File: src/hdl/bpu_pkg.sv
// ----------------------------------------------------------------------------
// bpu_pkg
// Shared widths, codes and defaults of the bilinear pixel upscaler.
// ----------------------------------------------------------------------------
package bpu_pkg;

	localparam int DIM_W      = 13;
	localparam int COORD_W    = 12;
	localparam int SRC_COORD_W = 8;
	localparam int RGB_W      = 24;
	localparam int CH_W       = 8;
	localparam int CH_N       = 3;
	localparam int FRAC_W     = 16;
	localparam int WGT_W      = 8;
	localparam int FIX_SHIFT  = 15;

	localparam int DEF_SRC_WIDTH  = 240;
	localparam int DEF_SRC_HEIGHT = 180;

	localparam logic [DIM_W-1:0] OUT_WIDTH_RST  = DIM_W'(640);
	localparam logic [DIM_W-1:0] OUT_HEIGHT_RST = DIM_W'(480);

	localparam int CFG_IDX_W = 1;

	typedef enum logic [CFG_IDX_W-1:0] {
		CFG_OUT_WIDTH  = 1'b0,
		CFG_OUT_HEIGHT = 1'b1
	} cfg_idx_t;

	typedef enum logic {
		OP_WRITE   = 1'b0,
		OP_COMPUTE = 1'b1
	} opcode_t;

endpackage

File: src/hdl/bpu_blend.sv
// ----------------------------------------------------------------------------
// bpu_blend
// Two-stage bilinear blend: horizontal on both rows, then vertical.
// ----------------------------------------------------------------------------
module bpu_blend (
	input  logic                      clk,
	input  logic                      arst_n,
	input  logic                      in_valid,
	input  logic [bpu_pkg::RGB_W-1:0] p00,
	input  logic [bpu_pkg::RGB_W-1:0] p01,
	input  logic [bpu_pkg::RGB_W-1:0] p10,
	input  logic [bpu_pkg::RGB_W-1:0] p11,
	input  logic [bpu_pkg::WGT_W-1:0] wx,
	input  logic [bpu_pkg::WGT_W-1:0] wy,
	output logic                      out_valid,
	output logic [bpu_pkg::RGB_W-1:0] out_rgb
);
	import bpu_pkg::*;

	function automatic logic [RGB_W-1:0] mix(input logic [RGB_W-1:0] a,
			input logic [RGB_W-1:0] b, input logic [WGT_W-1:0] t);
		logic [WGT_W:0]        s;
		logic [2*CH_W:0]       sum;
		logic [RGB_W-1:0]      res;
		s = (WGT_W+1)'(1 << WGT_W) - {1'b0, t};
		res = '0;
		for (int c = 0; c < CH_N; c++) begin
			sum = (2*CH_W+1)'(a[c*CH_W +: CH_W] * s)
				+ (2*CH_W+1)'(b[c*CH_W +: CH_W] * t);
			res[c*CH_W +: CH_W] = sum[WGT_W +: CH_W];
		end
		return res;
	endfunction

	logic              v_s1;
	logic [RGB_W-1:0]  top_s1, bot_s1;
	logic [WGT_W-1:0]  wy_s1;

	always_ff @(posedge clk or negedge arst_n) begin
		if (!arst_n) begin
			v_s1      <= 1'b0;
			out_valid <= 1'b0;
		end else begin
			v_s1      <= in_valid;
			out_valid <= v_s1;
		end
	end

	always_ff @(posedge clk) begin
		top_s1  <= mix(p00, p01, wx);
		bot_s1  <= mix(p10, p11, wx);
		wy_s1   <= wy;
		out_rgb <= mix(top_s1, bot_s1, wy_s1);
	end

endmodule

File: config.mk
export PLATFORM = sky130hd
export DESIGN_NAME = bpu_blend
export DESIGN_NICKNAME = d
export VERILOG_FILES = /design/src/hdl/bpu_pkg.sv /design/src/hdl/bpu_blend.sv
export SDC_FILE = /design/constraint.sdc
export NUM_CORES = 2
export LEC_CHECK = 0
export BUFFER_PORTS_ARGS = -buffer_cell sky130_fd_sc_hd__buf_4
export CORE_MARGIN = 4
export CORE_UTILIZATION = 28
export CTS_BUF_LIST = sky130_fd_sc_hd__clkbuf_8
export DETAILED_ROUTE_END_ITERATION = 8
export GPL_TIMING_DRIVEN = 0
export PLACE_DENSITY = 0.51
export SLEW_MARGIN = 20
export SYNTH_ARGS = -nofsm -noshare
export SYNTH_HDL_FRONTEND = slang
export SYNTH_SLANG_ARGS = --single-unit
File: constraint.sdc
create_clock -name clk -period 6.9 [get_ports clk]
set_input_delay 2.07 -clock clk [delete_from_list [all_inputs] [get_ports clk]]
set_output_delay 2.07 -clock clk [all_outputs]
set_load 0.005 [all_outputs]
==> flow_summary.json <==
{
  "postSynthCellCount": 4539,
  "synth_nets": 6096,
  "fin_hold_ws_ns": 0.3588,
  "skew_ns": 0.04585,
  "routed_length_per_instance_um": 20.24,
  "critical_path_buf_inv_count": 13,
  "whs_path_depth": 0,
  "die_h_um": 391.0,
  "yosys_warning_count": 0,
  "setup_repair_after_global_routing_missed_its_margin": "yes",
  "die_width_um": 391.0,
  "crit_path_frequent_cell": "fa_1",
  "place.port_buffers": 111,
  "detail_route.drc_violations": 0,
  "floorplan.initialDensity_pct": 28.18,
  "cts_hold_repair.buffers": 0,
  "vias_in_the_first_global_route": 32874,
  "cts_tree": "done",
  "async_reset_ff_share_pct": 2.439,
  "area_delta_synth_final_pct": 18.18,
  "number_of_cell_instances_on_the_worst_register_to_register_path": 25,
  "place.detailed.hpwl_mm": 110.6,
  "netlist-cell-type-count": 59,
  "critPathMaxStageDelay_ns": 0.54,
  "rows": 140,
  "fp.coreArea_mm2": 0.1457,
  "worstSetupEndpointType": "register",
  "wire_length_of_the_first_global_routing_pass_mm": 208.6,
  "post_synth_instance_area_mm2": 0.04107,
  "track_usage_pct": 18.34,
  "run_status": "finished, violations left",
  "synth-seq-cells": 82,
  "critical_path_required_ns": 7.21,
  "met1_length_mm": 58.35,
  "detail_route.first_pass.iterations": 5,
  "regToRegStartpoint": "wy_s1[0]$_DFF_P_",
  "synth_seq_area_share_pct": 4.021,
  "cp_max_fo": 4,
  "r2r_setup_slack_ns": 0.27,
  "timing.slew.headroom_pct": 22.76,
  "wl_met3_mm": 9.030,
  "finalSetupViolCount": 48,
  "period_needed_ns": 8.153,
  "category_of_the_critical_setup_timing_path": "primary input to register",
  "tritoncts.num_buffers": 9,
  "violations": "negative setup slack",
  "final_layout_size_suffix_gt1_share_pct": 12.90,
  "avgSynthCellArea_um2": 9.048,
  "cp_startpoint_kind": "primary input",
  "final-hold-violation-count": 0,
  "wl_met2_mm": 63.11,
  "worst-slew-pin-transition_ns": 1.159,
  "synth_top_flop_cell": "dfxtp_1",
  "numClockSinks": 82,
  "drtAntennaViolNets": 0,
  "fp.dieArea_mm2": 0.1529,
  "grt_max_degree": 16,
  "worst_setup_hold_path_clk_slew_ns": 0.09,
  "setup_slack_ns": -1.253,
  "grt_antenna_before_repair": 22,
  "hold_start": "v_s1$_DFF_PN0_",
  "worst_hold_path_type": "register to register",
  "gr-total-overflow": 0,
  "final_weighted_congestion_in_routability_driven_placement": 0.8896,
  "whs_endpoint": "out_valid$_DFF_PN0_",
  "cp_slowest_cell": "fa_2",
  "timing.rr.end": "out_rgb[23]$_DFF_P_",
  "insertion_delay_ns": 0.48,
  "finalCritPeriodShare_pct": 118.2,
  "clockBufferDepth": 2,
  "drtIter0Drc": 1664,
  "max_freq_mhz": 122.7,
  "final_max_slew_viol_count": 0,
  "post_drt_via_cell_ratio": 4.508,
  "routed_wirelength_mm": 136.5,
  "final_net_count": 6367,
  "critical_path.top_delay_family": "adder cells",
  "io-pin-count": 140,
  "cts.root.buffer_cell": "clkbuf_8",
  "num_vias": 30401,
  "top_layer": "met5",
  "number_of_synthesized_flops_with_an_enable_pin": 0,
  "cts_h_tree_lvls": 3,
  "worstPathArrival_ns": 8.46,
  "max_cap_violations": 0
}
## synth_stat cells, types with 3 or more instances
library cell,n,share of area [%]
a31o_2,4,0.085
fa_1,900,44
xor2_1,30,0.64
ha_1,542,17
nand2_1,513,4.7
nand4_1,19,0.29
a31oi_1,12,0.18
a21o_1,17,0.31
o211ai_1,6,0.11
nor3b_2,4,0.12
clkbuf_1,128,1.2
o21a_1,9,0.16
and3_1,11,0.17
or2_2,4,0.061
nor3_2,4,0.097
buf_2,10,0.12
o21bai_1,4,0.073
a2111oi_0,4,0.085
a211oi_1,7,0.13
or3_1,4,0.061
o21ai_0,30,0.37
a21oi_1,39,0.48
dfxtp_1,80,3.9
nand3_1,16,0.19
inv_1,1195,11
xnor3_1,4,0.22
nand2b_1,7,0.11
xnor2_1,91,1.9
and2_1,730,11
nor3_1,15,0.18
buf_1,26,0.24
a2111o_1,4,0.11
nor4_1,3,0.046
nor2_1,29,0.27
a211o_1,3,0.064
a22oi_1,5,0.091
## worst max path at each step
stage / startpoint / to / cells after the start
after floorplan: wx[0] / bot_s1[15]$_DFF_P_ / 26
after CTS: wx[0] / top_s1[15]$_DFF_P_ / 31
final: wx[0] / top_s1[15]$_DFF_P_ / 30
after global placement: wx[1] / top_s1[13]$_DFF_P_ / 25
after global routing: wx[1] / bot_s1[15]$_DFF_P_ / 30
after detailed placement: wx[1] / top_s1[14]$_DFF_P_ / 25
## flip-flops by register name (all words and copies together) (netlist names)
| register | flops |
|---|---|
| out_rgb | 24 |
| bot_s1 | 24 |
| v_s1 | 1 |
| wy_s1 | 8 |
| top_s1 | 24 |
| out_valid | 1 |
## cell usage in the layout (no fill, tap or decap), types with 17 or more instances in the layout
cell,n
dfxtp_1,78
a21oi_1,20
clkbuf_1,63
inv_1,1167
xnor2_1,65
buf_4,210
and2_1,724
ha_1,502
nand2_1,477
inv_2,27
clkbuf_8,25
clkbuf_2,25
buf_1,25
buf_6,38
nand2_4,18
xor2_1,21
nor2_1,25
fa_1,884
nand4_1,19
a21o_1,17
ha_4,34
## stage by stage
step	std cells	TNS [ns]	utilization [%]	worst slack, ns	area [um2]
final	6744	-46.77	33.30	-1.253	48540
after global routing	6734	-55.10	33.29	-1.407	48510
after CTS	6682	-44.23	32.65	-1.167	47580
after detailed placement	6567	-196.92	30.82	-4.338	44910
after global placement	6567	-218.35	30.80	-4.802	44880
after floorplan	4539	-37.39	-	-1.117	41650
## metal layers
metal | up-vias | global-route usage [%]
met5 | - | 0
met4 | 10 | 6.494
met3 | 208 | 3.081
met2 | 817 | 30.34
met1 | 15612 | 24.21
li1 | 13754 | -
## layout make-up
cell class | instances | area [um2]
antenna | 13 | 32.53
buffer | 165 | 1171
clock buffer | 9 | 123.9
clock inverter | 6 | 97.59
fill | 15292 | 97200
inverter | 1195 | 4491
multi-input combinational | 3095 | 36230
sequential | 82 | 1659
tap | 1917 | 2399
timing repair buffer | 262 | 2332
## cells by family (layout without fill, tap and decap cells)
kind of cell	count (synthesis)	in the layout	synth area share [%]
adder cells (fa/ha/maj)	1442	1442	60.38
other	0	13	0
buffers and inverters	1362	1637	12.50
AO/OA/AOI/OAI	159	159	2.556
flip-flops	82	82	4.021
AND/OR/NAND/NOR	1367	1367	17.62
XOR/XNOR	127	127	2.915
## timing repair
item                                    in CTS  in global routing
pin swaps                                  113                118
gates resized for setup                    310                130
endpoints found under the setup margin      72                 62
cloned                                       2                  0
buffers inserted                            98                 55
Power is left out: the tool's default activity adds up to more than one toggle a clock period on the data nets, which glitch-free logic cannot reach.
